$ cat src/rtl/msd_pkg.sv
package msd_pkg;

    // field and port widths
    localparam int POS_W       = 32;
    localparam int BOX_W       = 31;
    localparam int SUM_W       = 64;
    localparam int PAIR_W      = 21;
    localparam int LAG_IN_W    = 11;
    localparam int CFG_IDX_W   = 2;
    localparam int IN_TDATA_W  = 112;
    localparam int OUT_TDATA_W = 88;
    localparam int MAG_W       = POS_W + 1;
    localparam int SQ_W        = 2 * MAG_W;
    localparam int SQ_SHIFT    = 16;

    // divider step counts
    localparam int        DIV_CNT_W = 7;
    localparam logic [DIV_CNT_W-1:0] DIV_STEPS_LONG  = 7'd64;
    localparam logic [DIV_CNT_W-1:0] DIV_STEPS_SHORT = 7'd33;

    // command codes
    localparam logic CMD_APPEND = 1'b0;
    localparam logic CMD_QUERY  = 1'b1;

    // register indexes
    localparam logic [CFG_IDX_W-1:0] REG_BOX_X = 2'd0;
    localparam logic [CFG_IDX_W-1:0] REG_BOX_Y = 2'd1;
    localparam logic [CFG_IDX_W-1:0] REG_BOX_Z = 2'd2;

    // axis codes
    localparam logic [1:0] AXIS_X = 2'd0;
    localparam logic [1:0] AXIS_Y = 2'd1;
    localparam logic [1:0] AXIS_Z = 2'd2;

    typedef enum logic [3:0] {
        ST_IDLE,
        ST_READ,
        ST_DIFF,
        ST_DIV,
        ST_SQ,
        ST_ACC,
        ST_UPD,
        ST_HIST,
        ST_QREAD,
        ST_QSTART,
        ST_QDIV,
        ST_OUT
    } msd_state_t;

    typedef struct packed {
        logic start;
        logic short_op;
    } div_req_t;

    typedef struct packed {
        logic busy;
    } div_stat_t;

endpackage

$ cat src/rtl/msd_divider.sv
module msd_divider
    import msd_pkg::*;
(
    input  logic              clk,
    input  logic              rst_n,
    input  div_req_t          req,
    input  logic [SUM_W-1:0]  num,
    input  logic [BOX_W-1:0]  den,
    output div_stat_t         stat,
    output logic [SUM_W-1:0]  quo,
    output logic [BOX_W-1:0]  rem
);

    logic                 busy_reg;
    logic [DIV_CNT_W-1:0] cnt_reg;
    logic [SUM_W-1:0]     num_reg;
    logic [SUM_W-1:0]     quo_reg;
    logic [BOX_W-1:0]     rem_reg;
    logic [BOX_W-1:0]     den_reg;
    logic [BOX_W:0]       trial;
    logic [BOX_W:0]       sub;
    logic                 fits;

    // one restoring step: bring in the next dividend bit, subtract if it fits
    always_comb
    begin
        trial = {rem_reg, num_reg[SUM_W-1]};
        sub   = trial - {1'b0, den_reg};
        fits  = (trial >= {1'b0, den_reg});
    end

    // step counter and busy flag
    always_ff @(posedge clk or negedge rst_n)
    begin
        if (!rst_n)
        begin
            busy_reg <= 1'b0;
            cnt_reg  <= '0;
        end
        else if (req.start)
        begin
            busy_reg <= 1'b1;
            cnt_reg  <= req.short_op ? DIV_STEPS_SHORT : DIV_STEPS_LONG;
        end
        else if (busy_reg)
        begin
            cnt_reg <= cnt_reg - 1'b1;
            if (cnt_reg == 7'd1)
                busy_reg <= 1'b0;
        end
    end

    // shift registers for dividend, quotient and partial remainder
    always_ff @(posedge clk)
    begin
        if (req.start)
        begin
            num_reg <= num;
            den_reg <= den;
            rem_reg <= '0;
            quo_reg <= '0;
        end
        else if (busy_reg)
        begin
            num_reg <= {num_reg[SUM_W-2:0], 1'b0};
            quo_reg <= {quo_reg[SUM_W-2:0], fits};
            rem_reg <= fits ? sub[BOX_W-1:0] : trial[BOX_W-1:0];
        end
    end

    assign stat.busy = busy_reg;
    assign quo       = quo_reg;
    assign rem       = rem_reg;

endmodule

$ cat config.mk
export PLATFORM = sky130hd
export DESIGN_NAME = msd_divider
export DESIGN_NICKNAME = d
export VERILOG_FILES = /design/src/rtl/msd_pkg.sv /design/src/rtl/msd_divider.sv
export SDC_FILE = /design/constraint.sdc
export NUM_CORES = 1
export LEC_CHECK = 0
export BUFFER_PORTS_ARGS = -buffer_cell sky130_fd_sc_hd__buf_2
export CAP_MARGIN = 25
export CORE_MARGIN = 2
export CORE_UTILIZATION = 45
export CTS_CLUSTER_SIZE = 12
export DETAILED_ROUTE_END_ITERATION = 8
export PLACE_DENSITY = 0.75
export SLEW_MARGIN = 40
export SYNTH_ARGS = -nofsm -noshare
export SYNTH_HDL_FRONTEND = slang
export SYNTH_SLANG_ARGS = --single-unit
$ cat constraint.sdc
create_clock -name clk -period 4.4 [get_ports clk]
set_input_delay 0.88 -clock clk [delete_from_list [all_inputs] [get_ports clk]]
set_output_delay 0.88 -clock clk [all_outputs]
set_load 0.02 [all_outputs]
==> results.json, run 1 <==
{
  "cts_tree": "done",
  "hold_viol": 0,
  "pwr-share-seq_pct": 39.2,
  "met3_usage_pct": 5.54,
  "final_common_cell": "buf_2",
  "slew_headroom_pct": 54.5,
  "synth.avg_cell_area_um2": 11.0,
  "grt.total_usage_pct": 18.4,
  "antenna_left": 0,
  "r2r_start": "num_reg[63]$_DFFE_PP_",
  "swShare_pct": 36.6,
  "route.detailed.drc": 0,
  "die_w_um": 149,
  "grt_use_met1_pct": 22.8,
  "die_y_um": 149,
  "area_growth_pct": 19.0,
  "clk_path_buf_depth": 2,
  "crit_arrival_ns": 3.44,
  "ys_warn_count": 0,
  "worstMarginPinSlew_ns": 0.683,
  "cts_sinks": 198,
  "htree_num_levels": 4,
  "stdcell_count": 1325,
  "met2_usage_pct": 31.2,
  "ys_seq_area_share_pct": 52.1,
  "critPathMaxFanout": 30,
  "slew_viol_final": 0,
  "grt_busiest_layer": "met2",
  "ys_seq_elements": 198,
  "cp.required_ns": 4.69,
  "cts_setup_buffers": 0,
  "power.density_nw_per_um2": 557,
  "via_per_inst": 5.20,
  "worst-setup-path-type": "register to register",
  "antenna_found_initial": 0,
  "wl_per_cell_um": 15.3,
  "fmax_mhz": 318,
  "vias": 6891,
  "drtIter0Drc": 303,
  "dpl_cell_area_um2": 10700,
  "antennaDiodeCount": 0,
  "grt.overflow.total": 0,
  "rsz0062_at_grt": "no",
  "finalSetupViolCount": 0,
  "clk_latency_ns": 0.43,
  "ir_worst_vdd_mv": 0.314,
  "hold_class": "primary input to async pin",
  "netlist_area_um2": 9510,
  "synth_cells": 866,
  "drv_cap": 0,
  "p_int_mw": 3.99,
  "num-fill-cells": 1870,
  "synth_nets": 999,
  "grt_max_degree": 121,
  "ys.flop_type": "edfxtp_1",
  "dp.cells": 1292,
  "async_flop_share_pct": 4.04,
  "dpl.hpwl_um": 14300,
  "synth.distinct_cells": 64,
  "p_leak_nw": 5.38,
  "place.gp.congestion": 0.897,
  "firstDrtPassIters": 6,
  "crit_start": "num_reg[63]$_DFFE_PP_",
  "cts_root_buf": "clkbuf_16",
  "cts_buffers": 17,
  "fin_tns_setup_ns": 0,
  "start_util_pct": 45.5,
  "synth_edf_count": 95,
  "hold_buffers": 0,
  "io_pins": 195,
  "grt_pass1_vias": 6784,
  "core_um2": 20900,
  "row_count": 53,
  "fin_skew_ns": 0.0138,
  "period_needed_ns": 3.15,
  "drt_wl_total_um": 20300,
  "fin_nets": 1170,
  "io_buffers": 194,
  "startpoint_type": "register",
  "p_switching_mw": 2.31,
  "combPwrFrac_pct": 36.4,
  "postLayoutCellArea_um2": 11300,
  "timing.final.crit_share_pct": 71.5,
  "cts_resized": 0,
  "drive_gt1_share_pct": 29.4,
  "dieArea_um2": 22300,
  "layout_common_cells": "buf_2, nor2_1, edfxtp_1, dfxtp_1, mux2i_1",
  "cts.clk_slew.worst_paths_ns": 0.08,
  "cp-end-kind": "register",
  "outcome": "completed",
  "clkPwrFrac_pct": 24.4,
  "grt_pass1_wl_um": 33000
}
[power groups by stage]
stage	Sequential [mW]	Clock [mW]	Combinational [mW]
5_1_grt	2.52	1.64	2.55
4_1_cts	2.51	1.58	2.26
6_report	2.47	1.54	2.30
3_5_place_dp	2.55	0	2.24
2_1_floorplan	2.59	0	1.64
3_3_place_gp	2.53	0	2.20
[path summary, 6_finish.rpt]
path	endpoint	slack (ns)	cells past startpoint
max	rem[18]$_SDFFE_PP0P_	1.25	12
min	cnt_reg[5]$_DFFE_PN0P_	0.28	1
max reg2reg	rem[18]$_SDFFE_PP0P_	1.25	12
min reg2reg	quo[31]$_SDFFE_PP0P_	0.52	2
max in group asynchronous	stat$_DFF_PN0_	3.93	1
min in group clk	quo[31]$_SDFFE_PP0P_	0.52	2
[synth_stat cells, drive strengths merged (21+ instances only)]
cell	number	share of area [%]
mux2i	78	8.2
ha	33	4.3
clkbuf	34	1.3
mux2	64	7.6
a21oi	42	2.2
o21ai	29	1.5
dfxtp	95	20
nor2	124	4.9
edfxtp	95	30
nand2	34	1.4
inv	44	1.7
a211oi	21	1.7
[layout make-up]
class	instances	area (um^2)	area share, %
repair buffers	203	1080	9.57
multi-input cells	573	4180	36.9
inverters	44	165	1.46
well taps	275	344	3.04
clock inverters	13	153	1.35
clock buffers	19	433	3.83
flip-flops and latches	198	4960	43.8
[routing by layer]
layer / wire length, um / vias to the layer above
li1: - / 3438
met1: 8890 / 3239
met2: 9870 / 187
met3: 1240 / 27
met4: 287 / 0
met5: 0 / -
[worst max-delay path: stages (launching register included)]
cell       delay (ns)
edfxtp_1         0.43
inv_1            0.08
ha_1             0.18
fa_1             0.19
nor2b_1          0.07
o31a_1           0.28
o21ai_1          0.40
o2111ai_1        0.22
a21boi_4         0.40
buf_4            0.39
o21ai_0          0.14
mux2i_1          0.15
nor2_1           0.05
[metrics by stage]
stage	hold WS [ns]	total power, mW	utilization [%]	setup WS, ns
after CTS	0.262	6.35	54.1	1.24
final	0.279	6.30	54.2	1.25
after detailed placement	0.504	4.79	51.3	1.27
after global routing	0.264	6.71	54.2	0.965
after floorplan	0.525	4.23	-	1.58
after global placement	0.470	4.73	51.2	1.30
[kinds of logic after synthesis]
logic type / share of synthesized area [%]
compound gates: 10.6
xor+xnor: 2.49
fa+ha+maj: 4.55
buf+inv: 4.08
flops: 52.1
mux: 15.8
simple gates: 10.4
Power figures use the tool's default switching activity.
==> run 2, diff against run 1 <==
clock period = 3.15 ns   (was 4.4 ns; I/O delays follow)
==> results.json, run 2 (synthesis gave the netlist of run 1 again) <==
{
  "wl_met1_um": 8940,
  "ff2ff_path_depth": 11,
  "worstMarginPinSlew_ns": 0.537,
  "crit_arrival_ns": 3.28,
  "fmax_mhz": 340,
  "antenna_left": 0,
  "dpl.hpwl_um": 14700,
  "highest_layer": "met4",
  "dr_wl_met2_um": 10400,
  "power.density_nw_per_um2": 789,
  "cts_sinks": 198,
  "slew_headroom_pct": 64.2,
  "io_buffers": 194,
  "cts_tree": "done",
  "r2r_end": "rem[29]$_SDFFE_PP0P_",
  "period_needed_ns": 2.94,
  "worst-setup-path-type": "register to register",
  "fin_nets": 1179,
  "drv_cap": 0,
  "dp.cells": 1302,
  "stdcell_count": 1334,
  "fin_skew_ns": 0.0115,
  "htree_num_levels": 4,
  "start_util_pct": 45.5,
  "cts_resized": 0,
  "row_count": 53,
  "outcome": "completed",
  "die_y_um": 149,
  "hold_buffers": 0,
  "cts_buffers": 17,
  "holdWs_ns": 0.0263,
  "p_switching_mw": 3.34,
  "grt.total_usage_pct": 18.8,
  "antenna_found_initial": 0,
  "regToRegSetupSlack_ns": 0.21,
  "firstDrtPassIters": 5,
  "place.gp.congestion": 0.878,
  "rsz0062_at_grt": "no",
  "p_int_mw": 5.66,
  "layout_common_cells": "buf_2, nor2_1, edfxtp_1, dfxtp_1, mux2i_1",
  "antennaDiodeCount": 0,
  "cts_setup_buffers": 0,
  "area_growth_pct": 20.0,
  "timing.final.crit_share_pct": 93.2,
  "die_w_um": 149,
  "grt_pass1_vias": 6828,
  "critPathMaxFanout": 8,
  "clk_path_buf_depth": 2,
  "finalSetupViolCount": 0,
  "cts.clk_slew.worst_paths_ns": 0.08,
  "clk_latency_ns": 0.43,
  "pre_cts_slack_ns": 0.194,
  "pwr-share-seq_pct": 38.4,
  "r2r_start": "den_reg[9]$_DFFE_PP_",
  "drt_wl_total_um": 21000,
  "worst_slack_ns": 0.213,
  "clkPwrFrac_pct": 24.9,
  "startpoint_type": "register",
  "swShare_pct": 37.1,
  "drtIter0Drc": 268,
  "grt.overflow.total": 0,
  "drive_gt1_share_pct": 30.7,
  "cp.required_ns": 3.50,
  "combPwrFrac_pct": 36.6,
  "grt_max_degree": 69,
  "grt_pass1_wl_um": 33600,
  "vias": 7002,
  "met3_length_um": 1330,
  "final_common_cell": "buf_2",
  "slew_viol_final": 0,
  "wl_per_cell_um": 15.7,
  "route.detailed.drc": 0,
  "cp-end-kind": "register",
  "via_per_inst": 5.25,
  "hold_viol": 0,
  "p_leak_nw": 5.43,
  "finalCoreUtilization_pct": 54.6,
  "dieArea_um2": 22300,
  "cts_root_buf": "clkbuf_16",
  "io_pins": 195,
  "core_um2": 20900,
  "hold_class": "primary input to async pin",
  "ir_worst_vdd_mv": 0.361,
  "fin_tns_setup_ns": 0
}
[run 2: critical path: stages (launching register included)]
cell,delay (ns)
edfxtp_1,0.32
inv_1,0.04
ha_2,0.40
and4_1,0.27
nand2_2,0.08
a211oi_2,0.24
o22ai_2,0.15
o31ai_4,0.26
a41oi_2,0.20
or4b_1,0.49
a21o_1,0.18
a311oi_2,0.21
[run 2: final cells by class]
cell class	instances	area, um^2
well taps	275	344
clock inverters	15	185
fillers	1847	9480
clock buffers	17	425
multi-input cells	573	4190
repair buffers	212	1140
inverters	44	165
flip-flops and latches	198	4960
[run 2: power by group through the flow]
| stage | logic (mW) | clock network, mW | registers (mW) |
|---|---|---|---|
| final | 3.30 | 2.24 | 3.46 |
| after global placement | 3.19 | 0 | 3.49 |
| after global routing | 3.63 | 2.39 | 3.52 |
| after floorplan | 2.29 | 0 | 3.62 |
| after CTS | 3.27 | 2.31 | 3.46 |
| after detailed placement | 3.24 | 0 | 3.51 |
[run 2: routing by layer]
layer | vias to the layer above | track usage, %
li1 | 3463 | -
met1 | 3322 | 23.1
met2 | 189 | 32.2
met3 | 28 | 5.54
met4 | 0 | 5.00
met5 | - | 0
[run 2: metrics by stage]
stage	power, mW	instance area (um^2)
after CTS	9.04	11400
after floorplan	5.91	9510
final	9.00	11400
after detailed placement	6.75	10800
after global routing	9.54	11400
after global placement	6.68	10800
[run 2: worst max path at each step]
stage	from	endpoint	slack, ns	cells after the start
2_1_floorplan	rem[7]$_SDFFE_PP0P_	rem[29]$_SDFFE_PP0P_	0.33	11
3_3_place_gp	den_reg[9]$_DFFE_PP_	rem[29]$_SDFFE_PP0P_	0.25	11
3_5_place_dp	num_reg[63]$_DFFE_PP_	rem[30]$_SDFFE_PP0P_	0.19	12
4_1_cts	num_reg[63]$_DFFE_PP_	rem[30]$_SDFFE_PP0P_	0.14	12
5_1_grt	den_reg[9]$_DFFE_PP_	rem[29]$_SDFFE_PP0P_	0.05	11
6_report	den_reg[9]$_DFFE_PP_	rem[29]$_SDFFE_PP0P_	0.21	11
==> run 3, diff against run 2 <==
CORE_ASPECT_RATIO = 1.25   (was not set)
==> results.json, run 3 (synthesis gave the netlist of run 1 again) <==
{
  "grt_max_degree": 60,
  "antenna_found_initial": 0,
  "cp.required_ns": 3.49,
  "outcome": "completed",
  "grt.overflow.total": 0,
  "wl_per_cell_um": 15.7,
  "cts.clk_slew.worst_paths_ns": 0.09,
  "die_w_um": 134,
  "cts_root_buf": "clkbuf_16",
  "dpl.hpwl_um": 15100,
  "grt.total_usage_pct": 18.9,
  "die_y_um": 167,
  "core_um2": 20800,
  "fin_skew_ns": 0.0138,
  "cts_buffers": 17,
  "worst-setup-path-type": "register to register",
  "register_area_um2": 4960,
  "crit_start": "den_reg[8]$_DFFE_PP_",
  "r2r_start": "den_reg[8]$_DFFE_PP_",
  "drt_wl_total_um": 20900,
  "place.gp.congestion": 0.860,
  "fin_nets": 1181,
  "antenna_left": 0,
  "hold_viol": 0,
  "vias": 7079,
  "startpoint_type": "register",
  "cts_tree": "done",
  "io_pins": 195,
  "io_buffers": 194,
  "fmax_mhz": 339,
  "layout_common_cells": "buf_2, nor2_1, edfxtp_1, dfxtp_1, mux2i_1",
  "ir_worst_vdd_mv": 0.415,
  "cts_sinks": 198,
  "holdWs_ns": 0.0226,
  "critPathMaxFanout": 7,
  "antennaDiodeCount": 0,
  "hold_buffers": 0,
  "dieArea_um2": 22300,
  "area_growth_pct": 20.6,
  "final_common_cell": "buf_2",
  "grt_pass1_wl_um": 34200,
  "drv_cap": 0,
  "drive_gt1_share_pct": 30.5,
  "r2r_end": "rem[29]$_SDFFE_PP0P_",
  "slew_headroom_pct": 53.3,
  "p_leak_nw": 5.46,
  "timing.final.crit_share_pct": 93.5,
  "drtIter0Drc": 283,
  "fin_tns_setup_ns": 0,
  "row_count": 59,
  "multi_input_area_um2": 4180,
  "grt_pass1_vias": 7049,
  "ff2ff_path_depth": 11,
  "slew_viol_final": 0,
  "cp-end-kind": "register",
  "worstMarginPinSlew_ns": 0.701,
  "clk_latency_ns": 0.43,
  "route.detailed.drc": 0,
  "regToRegSetupSlack_ns": 0.20,
  "finalSetupViolCount": 0,
  "power.density_nw_per_um2": 791,
  "period_needed_ns": 2.95,
  "critPathCapture": "rem[29]$_SDFFE_PP0P_",
  "via_per_inst": 5.30,
  "num-fill-cells": 1837,
  "htree_num_levels": 4,
  "crit_arrival_ns": 3.29,
  "firstDrtPassIters": 4,
  "rsz0062_at_grt": "no",
  "clk_path_buf_depth": 2,
  "start_util_pct": 45.7,
  "hold_class": "primary input to async pin"
}
==> run 3: worst min-delay path by stage <==
stage          startpoint                     end  slack [ns]  cells after the start
4_1_cts             rst_n  cnt_reg[5]$_DFFE_PN0P_       0.007                      1
6_report            rst_n          stat$_DFF_PN0_        0.02                      1
5_1_grt             rst_n  cnt_reg[5]$_DFFE_PN0P_       0.008                      1
3_5_place_dp        rst_n  cnt_reg[4]$_DFFE_PN0P_        0.48                      1
2_1_floorplan       rst_n  cnt_reg[0]$_DFFE_PN0P_        0.33                      0
3_3_place_gp        rst_n  cnt_reg[2]$_DFFE_PN0P_        0.48                      1
==> run 3: report_power, final <==
part / internal (mW) / switching (mW) / total (mW)
sequential: 3.15 / 0.335 / 3.49
clock: 1.10 / 1.16 / 2.25
combinational: 1.47 / 1.86 / 3.33
total: 5.72 / 3.35 / 9.07
==> run 3: stage by stage <==
step	std cells	area, um^2	util, %	power (mW)	setup WS, ns
4_1_cts	1331	11400	54.8	9.05	0.0420
6_report	1335	11500	55.1	9.07	0.204
3_5_place_dp	1299	10800	51.8	6.78	0.0618
2_1_floorplan	866	9510	-	5.91	0.326
3_3_place_gp	1299	10800	51.8	6.72	0.0688
5_1_grt	1335	11500	55.1	9.61	0.0124
==> run 3: cell type report <==
| class | count | share of cell area [%] |
|---|---|---|
| sequential | 198 | 43.3 |
| multi-input combinational | 573 | 36.5 |
| timing repair buffer | 214 | 10.4 |
| clock buffer | 17 | 3.71 |
| tap | 274 | 2.99 |
| clock inverter | 15 | 1.75 |
| inverter | 44 | 1.44 |
==> run 3: critical path: stages (launching register included) <==
cell      delay, ns
edfxtp_1       0.33
inv_1          0.04
ha_2           0.38
and4_1         0.25
nand2_2        0.09
o221ai_1       0.22
o22ai_2        0.19
o31ai_4        0.24
a41oi_2        0.20
or4b_1         0.50
a21o_1         0.18
a311oi_2       0.23
==> run 3: layer usage <==
layer / up-vias / GRT usage (%) / part of all wire (%)
li1: 3469 / - / -
met1: 3385 / 21.7 / 41
met2: 194 / 33.2 / 50
met3: 31 / 6.12 / 6.8
met4: 0 / 5.90 / 2.0
met5: - / 0 / 0
==> run 3: what timing repair did <==
action | 4_1_cts | 5_1_grt
gates resized for setup | 0 | 3
setup endpoints to repair | 0 | 27
buffers inserted | 0 | 4
